**src/design/glu_pkg.sv**
```systemverilog
// Shared types, constants and the tanh node table of the gated activation unit.
package glu_pkg;

  // Number of linear segments of the tanh table over [0, 8)
  localparam int SEG = 64;
  localparam int SEG_W = $clog2(SEG + 1);

  // Fixed-point constants (Q16 / Q30)
  localparam longint Q30_ONE = 64'sd1073741824;
  localparam longint E_INV_Q30 = 64'sd395007542;
  localparam logic signed [12:0] C_CUBIC = 13'sd2930;
  localparam logic signed [17:0] C_SCALE = 18'sd52290;

  typedef enum logic [1:0] {
    MODE_SWIGLU = 2'd0,
    MODE_GEGLU  = 2'd1,
    MODE_ADD    = 2'd2,
    MODE_MUL    = 2'd3
  } mode_t;

  // Control that travels with each pipeline stage
  typedef struct packed {
    logic valid;
    logic last;
  } ctl_t;

  typedef logic [16:0] node_t;
  typedef node_t node_arr_t [0:SEG];
  typedef logic signed [18:0] gate_t;

  // Shift-subtract quotient of two non-negative values, for table elaboration
  function automatic longint udiv64(longint a, longint b);
    longint q, rem;
    q = 0;
    rem = 0;
    for (int j = 62; j >= 0; j--) begin
      rem = (rem <<< 1) | ((a >>> j) & 64'sd1);
      if (rem >= b) begin
        rem = rem - b;
        q = q | (64'sd1 <<< j);
      end
    end
    return q;
  endfunction

  // Node k = tanh(8k/SEG) in unsigned Q16, from integer exp arithmetic in Q30
  function automatic node_arr_t build_nodes();
    node_arr_t nodes;
    longint tq, whole, f30, en, sum, term, e, num, den;
    int k, i;
    for (k = 0; k <= SEG; k++) begin
      tq = (longint'(k) * 64'sd1048576) / SEG;
      whole = tq >>> 16;
      f30 = (tq & 64'sd65535) <<< 14;
      en = Q30_ONE;
      sum = Q30_ONE;
      term = Q30_ONE;
      for (i = 0; i < whole; i++) begin
        en = (en * E_INV_Q30 + (Q30_ONE / 2)) >>> 30;
      end
      for (i = 1; i <= 14; i++) begin
        term = udiv64((term * f30) >>> 30, longint'(i));
        if (i[0]) sum = sum - term;
        else sum = sum + term;
      end
      e = (en * sum + (Q30_ONE / 2)) >>> 30;
      num = (Q30_ONE - e) * 64'sd65536;
      den = Q30_ONE + e;
      if (num < 0) num = 0;
      nodes[k] = 17'(udiv64(num + (den >>> 1), den));
    end
    return nodes;
  endfunction

  localparam node_arr_t TANH_NODES = build_nodes();

endpackage

```
**src/design/glu_tanh_lut.sv**
```systemverilog
// Registered tanh table lookup with linear interpolation; returns 1 + tanh in Q16.
module glu_tanh_lut (
  input  logic                        clk,
  input  logic                        en,
  input  logic                        sat,
  input  logic                        neg,
  input  logic [glu_pkg::SEG_W-1:0]   seg,
  input  logic [11:0]                 frac,
  output glu_pkg::gate_t              gate
);

  logic [glu_pkg::SEG_W-1:0] idx_lo;
  logic [glu_pkg::SEG_W-1:0] idx_hi;
  glu_pkg::node_t lo;
  glu_pkg::node_t hi;
  glu_pkg::node_t diff;
  glu_pkg::node_t r;
  logic [29:0] prod;
  logic signed [18:0] rs;
  glu_pkg::gate_t gate_next;

  // Node fetch; beyond the table range the last node is used
  always_comb begin
    idx_lo = sat ? glu_pkg::SEG_W'(glu_pkg::SEG) : seg;
    idx_hi = sat ? glu_pkg::SEG_W'(glu_pkg::SEG) : seg + 1'b1;
    lo = glu_pkg::TANH_NODES[idx_lo];
    hi = glu_pkg::TANH_NODES[idx_hi];
    diff = hi - lo;
    // interpolation step, rounded to nearest (12 fraction bits)
    prod = 30'(diff) * 30'(frac) + 30'd2048;
    r = lo + 17'(prod[29:12]);
    rs = signed'({2'b00, r});
    gate_next = neg ? (19'sd65536 - rs) : (19'sd65536 + rs);
  end

  always_ff @(posedge clk) begin
    if (en) gate <= gate_next;
  end

endmodule

```
**config.mk**
```make
export PLATFORM = sky130hd
export DESIGN_NAME = glu_tanh_lut
export DESIGN_NICKNAME = d
export VERILOG_FILES = /design/src/design/glu_pkg.sv /design/src/design/glu_tanh_lut.sv
export SDC_FILE = /design/constraint.sdc
export NUM_CORES = 1
export LEC_CHECK = 0
export BUFFER_PORTS_ARGS = -buffer_cell sky130_fd_sc_hd__buf_2
export CAP_MARGIN = 20
export CELL_PAD_IN_SITES_DETAIL_PLACEMENT = 1
export CELL_PAD_IN_SITES_GLOBAL_PLACEMENT = 2
export CORE_MARGIN = 10
export CORE_UTILIZATION = 40
export DETAILED_ROUTE_END_ITERATION = 8
export GPL_TIMING_DRIVEN = 0
export PLACE_DENSITY_LB_ADDON = 0.25
export SLEW_MARGIN = 20
export SYNTH_ARGS = -nofsm -noshare
export SYNTH_HDL_FRONTEND = slang
export SYNTH_SLANG_ARGS = --single-unit
export TNS_END_PERCENT = 50
```
**constraint.sdc**
```tcl
create_clock -name clk -period 15.4 [get_ports clk]
set_input_delay 0.77 -clock clk [delete_from_list [all_inputs] [get_ports clk]]
set_output_delay 0.77 -clock clk [all_outputs]
set_load 0.01 [all_outputs]
```
=== Yosys cells after proc, flatten, opt, wreduce, memory -nomap -nowiden ===
Memory sizes are Yosys's and may differ from the RTL's.
Cells that the tools add are included.

* Flip-flop bits (word level): 19
* Bits in read-only memories: 4352
* Input port bits: 23
* Output and inout bits: 19
* Word-level logic and storage cells: 21
* Memories: 2

{| class="wikitable"
|+ Memory list
! name !! depth !! bits a word !! read ports !! clocked after Yosys merged registers in !! write ports !! RTL line !! source
|-
| (name not given) || 128 || 17 || 1 || 0 || 0 || glu_tanh_lut.sv:27 || <nowiki>hi = glu_pkg::TANH_NODES[idx_hi];</nowiki>
|-
| (name not given) || 128 || 17 || 1 || 0 || 0 || glu_tanh_lut.sv:26 || <nowiki>lo = glu_pkg::TANH_NODES[idx_lo];</nowiki>
|}

* Add/sub/neg operators: 6
* $mul: 1
* $lt $le $gt $ge: 2
* Multiplexer cells: 7
* Bitwise logic cells: 2

{| class="wikitable"
|+ Operators with widths
! kind !! number
|-
| $mux 17 || 4
|-
| $add 29x12->29 const B || 1
|-
| $mul 17x12->29 || 1
|-
| $mux 19 || 1
|-
| $add 17x17->18 const A || 1
|-
| $sub 17x17->18 const A || 1
|-
| $add 17x17->17 || 1
|-
| $sub 17x17->17 || 1
|-
| $ge 8x8->1 const B || 2
|-
| $not 7->8 || 2
|-
| $mux 7 || 2
|-
| $add 7x1->7 const B || 1
|}

=== Longest topological paths before layout ===
* Depth in word-level cells: 12
* Depth in mapped cells: 49
* Mapped depth without buffers: 47

=== Least setup slack after synthesis ===
OpenSTA, ideal clock, no wires.

* Kind: in2reg
* From: in seg[0] in the netlist's numbering
* To: reg gate[16] (data pin)
* Setup time: 0.260 ns
* Arrival: 11.538 ns
* Data required time: 15.140 ns
* Slack: 3.603 ns
* Stages: 45
* Buffers on the path: 3
* Path through: clkbuf_1 inv_1 nor2_1 inv_1 ha_1 nand2_1 a21oi_1 a221o_1 a221oi_1 ha_1 inv_1 fa_1 a21o_1 a21oi_1 o21bai_1 a211o_1 a31o_2 a2111o_1 (+9 left out) fa_1 inv_1 ha_1 a21o_1 a21oi_1 o21ai_0 a22o_1 xor2_1 ha_1 buf_2 a21o_1 a21o_1 a41o_1 and4_4 or3_4 or4b_4 o31ai_2 xnor2_1

* Cells in the longest elaborated chain, start to end: 12
* Elaborated cells between the ends (all ways): 18
* Those cells by class: 6 x add/sub; 1 x mul; 7 x mux; 2 x bitwise; 2 x memory

{| class="wikitable"
|+ Ends and longest elaborated chain
! item !! RTL line !! source
|-
| start, declared || glu_tanh_lut.sv:7 || <nowiki>input logic [glu_pkg::SEG_W-1:0] seg,</nowiki>
|-
| $add 7x1->7 || glu_tanh_lut.sv:25 || <nowiki>idx_hi = sat ? glu_pkg::SEG_W'(glu_pkg::SEG) : seg + 1'b1;</nowiki>
|-
| $mux 7 || glu_tanh_lut.sv:25 ||
|-
| $not 7->8 (implied by the code) || glu_tanh_lut.sv:27 ||
|-
| $mem_v2 128x17 || n/a ||
|-
| $mux 17 (implied by the code) (2 in a row) || glu_tanh_lut.sv:27 ||
|-
| $sub 17x17->17 || glu_tanh_lut.sv:28 || <nowiki>diff = hi - lo;</nowiki>
|-
| $mul 17x12->29 || glu_tanh_lut.sv:30 || <nowiki>prod = 30'(diff) * 30'(frac) + 30'd2048;</nowiki>
|-
| $add 29x12->29 || glu_tanh_lut.sv:30 ||
|-
| $add 17x17->17 * || glu_tanh_lut.sv:31 || <nowiki>r = lo + 17'(prod[29:12]);</nowiki>
|-
| $add 17x17->18 / $sub 17x17->18 (equally long branches) || glu_tanh_lut.sv:33 || <nowiki>gate_next = neg ? (19'sd65536 - rs) : (19'sd65536 + rs);</nowiki>
|-
| $mux 19 * || glu_tanh_lut.sv:33 ||
|-
| via gate_next[16] || glu_tanh_lut.sv:20 || <nowiki>glu_pkg::gate_t gate_next;</nowiki>
|-
| end signal, assigned || glu_tanh_lut.sv:37 || <nowiki>if (en) gate <= gate_next;</nowiki>
|-
| end, declared || glu_tanh_lut.sv:9 || <nowiki>output glu_pkg::gate_t gate</nowiki>
|}

The timed path passes the listed nets; every way through them passes the cells marked *. The select of a mux whose other input is x is not followed.
A chain may end at the register's enable or synchronous reset.

=== Worst setup path in the final report ===
Same ends and word-level chain as after synthesis.

==> run metrics <==
layout cells sized above 1=5.08%; Area growth syn-to-layout=6.63%; Biggest register=gate; Worst path most repeated cell=inv_1; initial antenna violation count=0; syn nets=1757; Final #Nets=1798; grt ovf=0; RePlAce Congestion=0.911; Die Y=189 µm; Post-synth EDFFs=19; post_cts resized=0; Top Registers=gate: 19 flops; Mapped Area=11400 µm²; Clock Pin Slew Worst Setup and Hold Paths=0.06 ns; final hold vios=0; Sink Count=19; fin crit period=14.49 ns; Total GRT Usage=21.1%; top cells by area, synth=fa_1 (27%), ha_1 (14%), inv_1 (7.5%), nand2_1 (5.3%), edfxtp_1 (5.0%); FILL cells=3482; drt via density=5.60; WP buf/inv=11; Initial Util=40.8%; Slew @ Worst Pin=0.919 ns; Yosys top cell by area=fa_1; hold_sp=neg; detailed-route DRC error count=0; CP startpoint=seg[0]; largest net degree at the start of global routing=20; H-tree depth=1; first-pass GRT wire length=61100 µm; share of the synthesized area in the top cell type=26.5%; FP Rows=61; Netlist cell types=78; Routed Antenna Nets=0; CTS Buf Count=3; DR iter-0 viols=667; DR top layer=met4; I/O pins=42; Synth Instances=1455; Die Area=35700 µm²; CTS Hold Bufs=0; Final HPWL DP=32300 µm; RSZ-0062 raised after global routing=false; slowest CP cell=a221oi_1; Diodes inserted=0; Rel. slew slack=38.4%; Yosys warning count=0; commonest non-fill, non-tap cells in the layout=inv_1 (227), nand2_1 (162), fa_1 (151); met1 wire length=17300 µm; CP Capture Type=flip-flop; Tcrit/Tclk final=94.1%; sequential area share after synthesis=5.00%; max-cap violation count=0; worst setup path class=in2reg; most common cell after layout, fill and taps aside=inv_1; WL final=38100 µm; crit path launch type=primary input; Syn Area/Cell=7.84 µm²; final slew viol count=0; CP required=15.41 ns; CTS max path bufs=2; Largest stage delay, worst path=0.69 ns; # setup viols final=0; CTS tree=built; met3 WL=1360 µm; DRT Pass-1 Iters=5; CP Data Arrival Time=14.49 ns; flops & latches, synth=19; hold crit path type=in2reg; vias in the first global route=11100; count of buffers from port buffering=33; post-CTS setup buffers=0; Async SR Flop Fraction=0%; DR vias=10500; Core ar.=27900 µm²; Die Wd=189 µm; max reg flops=19; clock root buffer=clkbuf_16; status=completed; DR WL met2=18000 µm; Max Fanout on Critical Path=10; delay-heaviest family, CP=compound AO/OA/AOI/OAI gates; DR WL/cell=20.3 µm; ys flop type=edfxtp_1; TNS Setup=0 ns; fmax=0.0690 GHz
-- through the flow --
step           hold slack (ns)  instance area (µm²)  std cells  setup slack (ns)  util [%]
2_1_floorplan            0.882                11400       1455              3.60         -
3_3_place_gp              1.18                12000       1866             0.361      43.1
3_5_place_dp              1.19                12100       1869             0.563      43.2
4_1_cts                  0.966                12200       1873             0.826      43.5
5_1_grt                  0.968                12200       1873             0.149      43.5
6_report                 0.972                12200       1873             0.912      43.5
-- synthesized netlist by cell type (4+ instances only) --
library cell and n:
a2111oi_0 4, a211o_1 4, a211oi_1 14, a21boi_0 4
a21o_1 15, a21oi_1 64, a311oi_1 5, a31oi_1 32
a41oi_1 4, and2_1 75, and3_1 10, clkbuf_1 72
edfxtp_1 19, fa_1 151, ha_1 128, inv_1 227
mux2i_1 12, nand2_1 162, nand2b_1 25, nand3_1 36
nand3b_1 5, nand4_1 4, nor2_1 79, nor2b_1 14
nor3_1 32, nor3b_1 5, nor4_1 5, o211ai_1 12
o21a_1 4, o21ai_0 56, o21ai_1 4, o21bai_1 6
o22ai_1 8, o311ai_0 5, o31a_1 4, o31ai_1 10
or2_2 10, or3_1 14, xnor2_1 38, xor2_1 18
-- kinds of logic (layout without fill, tap and decap cells) --
kind of cell | count (synthesis) | count (layout) | share of synthesized area (%)
buffers and inverters | 307 | 347 | 10.2
and+or+nand+nor | 488 | 488 | 21.2
AOI/OAI and AO/OA | 290 | 290 | 17.1
adders and majority gates | 279 | 279 | 40.6
DFF | 19 | 19 | 5.00
muxes | 15 | 15 | 1.45
xor gates and xnor gates | 57 | 57 | 4.50
-- path summary, 6_finish.rpt --
check	end	cells past startpoint	slack [ns]
setup / recovery	gate[16]	49	0.91
hold / removal	gate[14]	3	0.97
-- final cells by class --
| class | count | area [µm²] | area share [%] |
|---|---|---|---|
| buffer | 79 | 307 | 2.52 |
| clock buffer | 3 | 75.1 | 0.617 |
| clock inverter | 1 | 5.00 | 0.0412 |
| multi-input combinational | 1129 | 9690 | 79.7 |
| sequential | 19 | 571 | 4.69 |
| inverter | 228 | 856 | 7.04 |
| timing repair buffer | 36 | 183 | 1.50 |
| tap | 378 | 473 | 3.89 |
-- metal layers --
layer | global-route usage [%] | vias to the layer above
met4 | 6.99 | 0
met1 | 28.4 | 5249
met2 | 35.0 | 232
met5 | 0 | -
li1 | - | 4941
met3 | 1.81 | 62
Power is not shown: default switching activity piles up to over one toggle a cycle in this logic, so the estimate is an artifact.
