`src/design/glu_pkg.sv`:
```
// Shared types, constants and the tanh node table of the gated activation unit.
package glu_pkg;

  // Number of linear segments of the tanh table over [0, 8)
  localparam int SEG = 64;
  localparam int SEG_W = $clog2(SEG + 1);

  // Fixed-point constants (Q16 / Q30)
  localparam longint Q30_ONE = 64'sd1073741824;
  localparam longint E_INV_Q30 = 64'sd395007542;
  localparam logic signed [12:0] C_CUBIC = 13'sd2930;
  localparam logic signed [17:0] C_SCALE = 18'sd52290;

  typedef enum logic [1:0] {
    MODE_SWIGLU = 2'd0,
    MODE_GEGLU  = 2'd1,
    MODE_ADD    = 2'd2,
    MODE_MUL    = 2'd3
  } mode_t;

  // Control that travels with each pipeline stage
  typedef struct packed {
    logic valid;
    logic last;
  } ctl_t;

  typedef logic [16:0] node_t;
  typedef node_t node_arr_t [0:SEG];
  typedef logic signed [18:0] gate_t;

  // Shift-subtract quotient of two non-negative values, for table elaboration
  function automatic longint udiv64(longint a, longint b);
    longint q, rem;
    q = 0;
    rem = 0;
    for (int j = 62; j >= 0; j--) begin
      rem = (rem <<< 1) | ((a >>> j) & 64'sd1);
      if (rem >= b) begin
        rem = rem - b;
        q = q | (64'sd1 <<< j);
      end
    end
    return q;
  endfunction

  // Node k = tanh(8k/SEG) in unsigned Q16, from integer exp arithmetic in Q30
  function automatic node_arr_t build_nodes();
    node_arr_t nodes;
    longint tq, whole, f30, en, sum, term, e, num, den;
    int k, i;
    for (k = 0; k <= SEG; k++) begin
      tq = (longint'(k) * 64'sd1048576) / SEG;
      whole = tq >>> 16;
      f30 = (tq & 64'sd65535) <<< 14;
      en = Q30_ONE;
      sum = Q30_ONE;
      term = Q30_ONE;
      for (i = 0; i < whole; i++) begin
        en = (en * E_INV_Q30 + (Q30_ONE / 2)) >>> 30;
      end
      for (i = 1; i <= 14; i++) begin
        term = udiv64((term * f30) >>> 30, longint'(i));
        if (i[0]) sum = sum - term;
        else sum = sum + term;
      end
      e = (en * sum + (Q30_ONE / 2)) >>> 30;
      num = (Q30_ONE - e) * 64'sd65536;
      den = Q30_ONE + e;
      if (num < 0) num = 0;
      nodes[k] = 17'(udiv64(num + (den >>> 1), den));
    end
    return nodes;
  endfunction

  localparam node_arr_t TANH_NODES = build_nodes();

endpackage

```
`src/design/glu_out_stage.sv`:
```
// Final rounding, mode select, saturation and output register.
module glu_out_stage (
  input  logic                 clk,
  input  logic                 rst,
  input  logic                 en,
  input  glu_pkg::ctl_t        ctl,
  input  glu_pkg::mode_t       mode,
  input  logic signed [50:0]   prod,
  input  logic signed [31:0]   xy,
  input  logic signed [16:0]   xsum,
  output logic                 out_valid,
  output logic signed [15:0]   result_value,
  output logic                 saturated,
  output logic                 last_out
);

  logic signed [51:0] gated_rnd;
  logic signed [32:0] mul_rnd;
  logic signed [33:0] pre;
  logic signed [15:0] value_next;
  logic sat_next;

  always_comb begin
    // round to nearest, ties toward +inf
    gated_rnd = 52'(prod) + 52'sd16777216;
    mul_rnd = 33'(xy) + 33'sd128;
    unique case (mode)
      glu_pkg::MODE_SWIGLU,
      glu_pkg::MODE_GEGLU: pre = 34'($signed(gated_rnd[51:25]));
      glu_pkg::MODE_ADD:   pre = 34'(xsum);
      glu_pkg::MODE_MUL:   pre = 34'($signed(mul_rnd[32:8]));
      default:             pre = 34'(xsum);
    endcase
    // clip to Q8.8
    if (pre > 34'sd32767) begin
      value_next = 16'sh7fff;
      sat_next = 1'b1;
    end else if (pre < -34'sd32768) begin
      value_next = 16'sh8000;
      sat_next = 1'b1;
    end else begin
      value_next = pre[15:0];
      sat_next = 1'b0;
    end
  end

  // Output register
  always_ff @(posedge clk) begin
    if (rst) begin
      out_valid <= 1'b0;
    end else if (en) begin
      out_valid <= ctl.valid;
    end
    if (en) begin
      result_value <= value_next;
      saturated <= sat_next;
      last_out <= ctl.last;
    end
  end

endmodule

```
`config.mk`:
```
export PLATFORM = sky130hd
export DESIGN_NAME = glu_out_stage
export DESIGN_NICKNAME = d
export VERILOG_FILES = /design/src/design/glu_pkg.sv /design/src/design/glu_out_stage.sv
export SDC_FILE = /design/constraint.sdc
export NUM_CORES = 1
export LEC_CHECK = 0
export BUFFER_PORTS_ARGS = -buffer_cell sky130_fd_sc_hd__buf_2
export CAP_MARGIN = 25
export CORE_UTILIZATION = 51
export CTS_CLUSTER_SIZE = 8
export DETAILED_ROUTE_END_ITERATION = 12
export HOLD_SLACK_MARGIN = 0.08
export PLACE_DENSITY = 0.88
export SLEW_MARGIN = 20
export SYNTH_ARGS = -nofsm -noshare
export SYNTH_HDL_FRONTEND = slang
export SYNTH_SLANG_ARGS = --single-unit
```
`constraint.sdc`:
```
create_clock -name clk -period 10.3 [get_ports clk]
set_clock_uncertainty 0.05 [all_clocks]
set_input_delay 2.06 -clock clk [delete_from_list [all_inputs] [get_ports clk]]
set_output_delay 2.06 -clock clk [all_outputs]
set_load 0.01 [all_outputs]
```
# Word-level counts from Yosys, hierarchy flattened
# Cells that the tools add are included.
# word_totals
n_memories	0
latchBits	0
input_bits	107
ram_bits	0
register_bits	19
rom_bits	0
elab_cells	16
out_inout_bits	19
# classes
shift	0
n_div	0
bitwise_logic	0
n_eq_ne	3
n_mul	0
n_reduce_logical	2
addsub	2
muxes	3
order_cmp	2
# ops
operator	count
$pmux W34 S3	1
$add A51 B26 Y52 const B	1
$gt A34 B16 Y1 const B	1
$lt A34 B16 Y1 const B	1
$add A32 B9 Y33 const B	1
$mux W16	1
$eq A2 B2 Y1 const B	2
$eq A2 B1 Y1 const B	1
$logic_not A2 Y1	1
$reduce_or A2 Y1	1
$mux W1	1

# Depth between registers and ports, before layout
# Gate-level depths: netlist of the first run.
# depth
ltp_word	5
depth_mapped	11
ltp_nobuf	9

# Worst setup path after synthesis of the first run
# No wires, ideal clock.
# synth_timing
path_type	input to register
start	in xy[7]
end	reg result_value[0] (data pin)
t_arrival_ps	4385
path_buffers	1
cell_stages	9
required_time_ps	9980
setup_time_ps	270
slack_ps	5595
cell_sequence	ha_1 nand3_1 or4_1 xnor2_1 a221oi_1 nand4b_1 clkbuf_1 nor3_1 a21oi_1
# synth_via
elab_chain_cells	4
# synth_lines
element	line_no	rtl
start, declared	glu_out_stage.sv:9	input logic signed [31:0] xy,
$add A32 B9 Y33 (*)	glu_out_stage.sv:26	mul_rnd = 33'(xy) + 33'sd128;
$pmux W34 S3 (*)	glu_out_stage.sv:27	unique case (mode)
$lt A34 B16 Y1	glu_out_stage.sv:38	end else if (pre < -34'sd32768) begin
$mux W16	glu_out_stage.sv:38	
end signal, assigned	glu_out_stage.sv:55	result_value <= value_next;
end, declared	glu_out_stage.sv:12	output logic signed [15:0] result_value,
# Mark *: on every way between the ends. The rest lies on a longest branch, timed or not.
# A chain may end at the register's enable or synchronous reset.

# Final worst setup path of the first run
# layout_timing
start	in xy[7]
end	reg result_value[12] (data pin)
# The elaborated chain is that of the path after synthesis.

==> results of run 1 <==
[power breakdown]
group,total (W),switching [W],internal [W]
Sequential,0.0000941,0.00000125,0.0000928
Combinational,0.0000896,0.0000546,0.0000350
Clock,0.0000480,0.0000206,0.0000274
[cell usage after synthesis (all sizes together) (6+ instances only)]
master / count / area share
xnor2: 21 / 0.072
o211ai: 8 / 0.024
nand2: 29 / 0.043
or4: 6 / 0.021
mux2i: 6 / 0.024
o21ai: 14 / 0.028
nand3: 29 / 0.067
edfxtp: 18 / 0.21
nor4: 10 / 0.030
buf: 6 / 0.013
inv: 7 / 0.010
nor2: 27 / 0.040
clkbuf: 13 / 0.019
nand4: 26 / 0.064
a21oi: 25 / 0.051
nor3: 26 / 0.051
xor2: 12 / 0.041
and4: 8 / 0.028
[worst register-to-register path, cell delays in order (launching register included)]
cell and delay (ps):
dfxtp_1 310, mux2i_1 120, nor2_1 50
[through the flow]
step	setup WS [ps]	instance area, µm²	util	total power [W]
finish	5060	3060	0.644	0.000232
global route	4760	3060	0.644	0.000244
CTS	5180	3060	0.644	0.000231
detailed placement	4930	3020	0.635	0.000184
global placement	5020	3020	0.635	0.000182
floorplan	5590	2550	-	0.000145
[cell families (layout without fill, tap and decap cells)]
logic type	count (synthesis)	in the layout
muxes	7	7
AOI/OAI and AO/OA	71	71
DFF	19	19
buffers and inverters	26	105
adders and majority gates	2	2
and+or+nand+nor	185	185
xor gates and xnor gates	33	33
[registers in the layout (all words and copies together), names as in the netlist]
signal        cells
result_value     16
saturated         1
out_valid         1
last_out          1
[cell usage in the layout (no fill, tap or decap), types with 5 or more instances in the layout]
cell      instances
buf_2            94
inv_1             7
o211ai_1          8
nand4_1          26
xnor2_1          21
nand2_1          29
edfxtp_1         18
o21ai_0          14
xor2_1           12
and3_1            5
nor3_1           26
nor4_1            9
mux2i_1           6
and4_1            8
nor2_1           27
nand3_1          27
a21oi_1          24
[routing by layer]
metal / vias to the layer above / wire (µm) / GRT usage / part of all wire
met2: 161 / 3570 / 0.502 / 0.50
met3: 24 / 434 / 0.0221 / 0.061
met1: 1390 / 2890 / 0.323 / 0.41
met5: - / 0 / 0 / 0
li1: 1481 / - / - / -
met4: 0 / 233 / 0.131 / 0.033
[layout make-up]
cell class	count	area share
Tap cell	67	0.0274
Clock buffer	4	0.0147
Timing Repair Buffer	94	0.154
Sequential cell	19	0.183
Multi-Input combinational cell	298	0.613
Inverter	7	0.00858
[worst max path at each step]
stage,endpoint,slack (ps)
after floorplan,result_value[0]$_SDFFCE_PN1P_,5590
after global placement,result_value[12]$_SDFFCE_PN1P_,5020
after detailed placement,result_value[13]$_SDFFCE_PN1P_,4930
after CTS,result_value[13]$_SDFFCE_PN1P_,5180
after global routing,result_value[14]$_SDFFCE_PN1P_,4760
final,result_value[12]$_SDFFCE_PN1P_,5060
==> results.yml, run 1 <==
status:
  status: "completed"
setup_path:
  slowest_delay_ps: 610
  crit_cells: 10
  required_ps: 10220
  worstPathMaxFanout: 16
  crit_chain: "buf_2, ha_1, nand3_1, nor4_1, a31oi_1, or3_1, a211oi_1, nand4b_1, nor3_1, a21oi_1"
  r2r_slack_ps: 9670
  rr_startpoint: "out_valid$_SDFFE_PP0P_"
  worst_path_max_delay_cell: "nor4_1"
  crit_path_end_kind: "flip-flop"
  cp_num_buf_inv: 1
  worstPathArrival_ps: 5160
  reg2reg_to: "out_valid$_SDFFE_PP0P_"
  crit_path_start: "xy[7]"
  start_kind: "input port"
  reg2reg_depth: 2
  path_class: "in -> reg"
  path_delay_family: "simple AND/OR/NAND/NOR gates"
logic_synthesis:
  yosys.area_share.simple: 0.405
  synth_top_family_by_area: "simple AND/OR/NAND/NOR gates"
  syn-num-nets: 452
  postSynthAreaPerCell_um2: 7.42
  ys_seq_area_frac: 0.220
  synthCells: 343
  yosys_warnings: 0
  synthMuxAreaShare: 0.0280
  synthAdderAreaFrac: 0.00983
  yosysUniqueCellTypes: 49
  ys_seq_elements: 19
  syn_area_mm2: 0.00255
  ys.flop_type: "edfxtp_1"
  synth_edf_count: 18
  synth_xor_area_frac: 0.114
  synth_compound_area_frac: 0.181
  synthArstFlopShare: 0
timing:
  fmax_mhz: 191
  setup_violations: 0
  slew_viol_final: 0
  worst_pin_slew_ps: 892
  min_period_over_period: 0.509
  tns_ps: 0
  slew-limit-headroom: 0.400
  hold_viol: 0
  rsz0062_at_grt: "no"
  period_minus_slack_ps: 5240
  whs_ps: 447
clock_network:
  path_clk_slew_ps: 60
  ctsLongestPathBuffers: 2
  cts_setup_buffers: 0
  worstSkewPairLatency_ps: 250
  cts_root_buffer: "clkbuf_8"
  clock_tree.htree_level_count: 1
  cts_buffers: 3
  cts_resized: 0
  postCtsHoldBufs: 0
  clock_sinks: 19
  tritoncts: "done"
floorplanning:
  die_w_um: 72.7
  dieArea_mm2: 0.00528
  num_rows: 25
  floorplan.initialDensity: 0.536
  io_pins: 126
  fp.coreArea_mm2: 0.00475
  die_y_um: 72.7
placed_design:
  finalWeightedCongestion: 0.940
  dpl.hpwl_um: 5740
  io_buffers: 94
  placedCellCount: 485
drt:
  first_iter_violations: 314
  drc_errors: 0
  first_pass_iters: 5
  ant_nets: 0
  totalWireLength_um: 7130
  wire_per_inst_um: 14.6
  vias_per_cell: 6.25
  vias: 3056
grt:
  grt_pass1_vias: 2702
  grt_pass1_wl_um: 11500
  grt_usage: 0.274
  antenna_found_initial: 0
  overflow: 0
  grt_max_degree: 40
min_path:
  hp-class: "reg -> reg"
  whs_endpoint: "out_valid$_SDFFE_PP0P_"
  min_path_cells: 2
  hold_path_startpoint: "out_valid$_SDFFE_PP0P_"
power_and_ir_drop:
  vdd_drop_max_v: 0.0000494
  leakagePower_nw: 1.11
  power_density_mw_per_mm2: 75.6
final_layout:
  multi_input_comb_area_mm2: 0.00188
  area_growth_pct: 20.3
  layout-drive-gt1-share: 0.258
  fin_cells: 489
  finalNetCount: 532
  diodes: 0
  regArea_um2: 561
  num-fill-cells: 446
job:
  drv_cap: 0
No activity file was read; power rests on OpenSTA's default activity.
==> run 2, diff against run 1 <==
- CORE_UTILIZATION: 51 -> 43
- PLACE_DENSITY: 0.88 -> 0.79
- clock period: 10.3 -> 4.3 ns (I/O delays scaled with it)
==> results.yml, run 2 (synthesized netlist as in run 1, its figures left out) <==
clock_network:
  worstSkewPairLatency_ps: 250
  ctsLongestPathBuffers: 2
  clock_tree.htree_level_count: 1
  cts_resized: 0
  cts_root_buffer: "clkbuf_8"
  tritoncts: "done"
  cts_buffers: 3
  path_clk_slew_ps: 70
  clock_sinks: 19
  postCtsHoldBufs: 0
  cts_setup_buffers: 0
power_and_ir_drop:
  p_total_w: 0.000566
  vdd_drop_max_v: 0.000165
  leakagePower_nw: 1.15
  power_density_mw_per_mm2: 181
drt:
  first_pass_iters: 5
  first_iter_violations: 282
  vias: 3095
  ant_nets: 0
  drc_errors: 0
  vias_per_cell: 6.18
  wire_per_inst_um: 15.3
  totalWireLength_um: 7670
floorplanning:
  die_w_um: 79.0
  floorplan.initialDensity: 0.454
  io_pins: 126
  dieArea_mm2: 0.00623
  num_rows: 27
  die_y_um: 79.0
  fp.coreArea_mm2: 0.00561
setup_path:
  start_kind: "input port"
  r2r_slack_ps: 3660
  path_class: "in -> reg"
  crit_path_end_kind: "flip-flop"
  worstPathMaxFanout: 15
  required_ps: 4260
  worstPathArrival_ps: 3500
final_layout:
  regMostFlops: "result_value"
  multi_input_comb_area_mm2: 0.00188
  area_growth_pct: 22.7
  diodes: 0
  mostFrequentLayoutCells: "buf_2 (94), nand2_1 (29), nand3_1 (27), nor2_1 (27)"
  fin_cells: 501
  num-fill-cells: 560
  regArea_um2: 561
  largest_reg_flops: 16
  finalNetCount: 539
  final_common_cell: "buf_2"
  finalInstanceArea_mm2: 0.00312
  layout-drive-gt1-share: 0.273
timing:
  rsz0062_at_grt: "no"
  period_minus_slack_ps: 3540
  min_period_over_period: 0.822
  slew_viol_final: 0
  tns_ps: 0
  fmax_mhz: 283
  setup_ws_ps: 764
  worst_pin_slew_ps: 670
  setup_violations: 0
  hold_viol: 0
  slew-limit-headroom: 0.554
placed_design:
  dpl.hpwl_um: 6170
  pre_cts_ws_ps: 534
  place_area_mm2: 0.00308
  io_buffers: 94
  finalWeightedCongestion: 0.960
  placedCellCount: 497
job:
  drv_cap: 0
grt:
  overflow: 0
  grt_pass1_wl_um: 12700
  grt_max_degree: 40
  grt_usage: 0.253
  grt_pass1_vias: 2827
  antenna_found_initial: 0
min_path:
  hp-class: "reg -> reg"
status:
  status: "completed"
[run 2: cell count changes in the layout (fill, tap and decap cells not counted)]
cell,before,now
buf_4,0,7
clkinv_2,0,1
clkbuf_1,1,0
[run 2: where the power goes]
group          switching (W)  internal [W]
logic               0.000134     0.0000861
clock network      0.0000564     0.0000643
registers         0.00000311      0.000222
[run 2: final cells by class]
class / instances / area share
multi-input combinational: 298 / 0.601
sequential: 19 / 0.179
timing repair buffer: 101 / 0.167
tap: 72 / 0.0288
clock buffer: 3 / 0.0132
inverter: 7 / 0.00841
clock inverter: 1 / 0.00160
[run 2: critical path, cell delays in order]
cell      delay [ps]
buf_2            130
nand4_1          260
or3_1            520
or4_1            440
and2_1           160
a211oi_1         230
and4_1           580
and3_1           270
nor2_1            50
[run 2: routing by layer]
metal	track usage	share of wire	wire length, µm	vias to the layer above
li1	-	-	-	1492
met1	0.310	0.41	3140	1409
met2	0.453	0.49	3770	169
met3	0.0195	0.067	512	25
met4	0.109	0.033	257	0
met5	0	0	0	-
[run 2: path summary, 6_finish.rpt]
kind,start,end,cells past startpoint
setup / recovery,prod[32],saturated$_SDFFCE_PN1P_,9
hold / removal,out_valid$_SDFFE_PP0P_,out_valid$_SDFFE_PP0P_,2
setup reg to reg,out_valid$_SDFFE_PP0P_,out_valid$_SDFFE_PP0P_,2
hold reg to reg,out_valid$_SDFFE_PP0P_,out_valid$_SDFFE_PP0P_,2
[run 2: metrics by stage]
stage                     hold slack (ps)  utilization
final                                 453        0.557
after detailed placement              432        0.549
after CTS                             457        0.557
after global routing                  506        0.557
after global placement                425        0.549
after floorplan                       478            -
==> run 3, diff against run 2 <==
- CORE_UTILIZATION: 43 -> 47
- PLACE_DENSITY: 0.79 -> 0.82
- clock period: 4.3 -> 3.6 ns (I/O delays scaled with it)
==> results.yml, run 3 (synthesized netlist as in run 1, its figures left out) <==
status:
  status: "completed"
placed_design:
  io_buffers: 94
  finalWeightedCongestion: 0.973
  place_area_mm2: 0.00316
  dpl.hpwl_um: 6010
drt:
  totalWireLength_um: 7330
  vias_per_cell: 5.98
  vias: 3042
  first_iter_violations: 191
  wire_per_inst_um: 14.4
  drc_errors: 0
  ant_nets: 0
  first_pass_iters: 5
final_layout:
  finalNetCount: 549
  final_common_cell: "buf_2"
  largest_reg_flops: 16
  layout-drive-gt1-share: 0.287
  regMostFlops: "result_value"
  num-fill-cells: 496
  diodes: 0
  area_growth_pct: 25.9
  finalInstanceArea_mm2: 0.00321
  mostFrequentLayoutCells: "buf_2 (94), nand2_1 (29), nand3_1 (27), nor2_1 (27)"
power_and_ir_drop:
  p_total_w: 0.000672
  leakagePower_nw: 1.20
  vdd_drop_max_v: 0.000147
  power_density_mw_per_mm2: 209
clock_network:
  worstSkewPairLatency_ps: 250
  tritoncts: "done"
  cts_resized: 0
  cts_buffers: 3
  cts_root_buffer: "clkbuf_8"
  cts_setup_buffers: 0
  ctsLongestPathBuffers: 2
  clock_tree.htree_level_count: 1
  path_clk_slew_ps: 60
  clock_sinks: 19
  postCtsHoldBufs: 0
setup_path:
  path_delay_family: "simple AND/OR/NAND/NOR gates"
  reg2reg_depth: 2
  reg2reg_to: "out_valid$_SDFFE_PP0P_"
  crit_path_start: "prod[27]"
  timing.critical_path.mode_cell: "or4_4"
  worstPathArrival_ps: 3230
  rr_startpoint: "out_valid$_SDFFE_PP0P_"
  cp_num_buf_inv: 2
  start_kind: "input port"
  worstPathMaxFanout: 15
  required_ps: 3630
  crit_path_end_kind: "flip-flop"
  crit_path_end: "result_value[11]$_SDFFCE_PN1P_"
  crit_chain: "buf_2, nand2_1, or4_4, or4_4, a31oi_4, a21oi_2, nor4_4, buf_12, nand4_1, a21oi_1"
  r2r_slack_ps: 2980
  crit_cells: 10
  slowest_delay_ps: 580
  worst_path_max_delay_cell: "or4_4"
  path_class: "in -> reg"
floorplanning:
  floorplan.initialDensity: 0.492
  num_rows: 26
  io_pins: 126
  die_w_um: 75.6
  fp.coreArea_mm2: 0.00517
  die_y_um: 75.6
  dieArea_mm2: 0.00572
grt:
  grt_pass1_wl_um: 12200
  grt_usage: 0.279
  antenna_found_initial: 0
  overflow: 0
  grt_pass1_vias: 2698
  grt_max_degree: 31
timing:
  tns_ps: 0
  worst_pin_slew_ps: 564
  min_period_over_period: 0.888
  slew_viol_final: 0
  fmax_mhz: 313
  setup_violations: 0
  slew-limit-headroom: 0.620
  hold_viol: 0
  rsz0062_at_grt: "no"
  period_minus_slack_ps: 3200
  whs_ps: 436
min_path:
  hp-class: "reg -> reg"
  hold_path_startpoint: "out_valid$_SDFFE_PP0P_"
job:
  drv_cap: 0
[run 3: where the power goes]
group | internal, W | switching [W]
Combinational | 0.000108 | 0.000157
Clock | 0.0000785 | 0.0000583
Sequential | 0.000266 | 0.00000359
[run 3: per-stage QoR]
step | util | setup slack [ps] | instances
after global placement | 0.611 | 231 | 505
after CTS | 0.620 | 430 | 509
after detailed placement | 0.611 | 166 | 505
after global routing | 0.620 | 297 | 509
final | 0.620 | 405 | 509
after floorplan | - | 235 | 343
[run 3: routing by layer]
| layer | wire length, µm | vias to the layer above | share of wire | GRT usage |
|---|---|---|---|---|
| met5 | 0 | - | 0 | 0 |
| met4 | 336 | 0 | 0.046 | 0.160 |
| met3 | 427 | 29 | 0.058 | 0.0238 |
| met2 | 3560 | 139 | 0.49 | 0.469 |
| met1 | 3010 | 1360 | 0.41 | 0.351 |
| li1 | - | 1514 | - | - |
[run 3: layout make-up]
| cell class | instances | area (µm²) | area share |
|---|---|---|---|
| inverters | 7 | 26.3 | 0.00819 |
| repair buffers | 111 | 611 | 0.190 |
| clock buffers | 4 | 45.0 | 0.0140 |
| flip-flops and latches | 19 | 561 | 0.175 |
| multi-input cells | 298 | 1880 | 0.585 |
| well taps | 70 | 87.6 | 0.0273 |
[run 3: worst min path at each step]
| stage | to | cells after the start |
|---|---|---|
| 2_1_floorplan | out_valid$_SDFFE_PP0P_ | 2 |
| 3_3_place_gp | out_valid$_SDFFE_PP0P_ | 2 |
| 3_5_place_dp | out_valid$_SDFFE_PP0P_ | 2 |
| 4_1_cts | out_valid$_SDFFE_PP0P_ | 2 |
| 5_1_grt | out_valid$_SDFFE_PP0P_ | 2 |
| 6_report | out_valid$_SDFFE_PP0P_ | 2 |
[run 3: tightest hold or removal path: stages (launching register included)]
cell	delay (ps)
dfxtp_1	320
mux2i_1	60
nor2_1	70
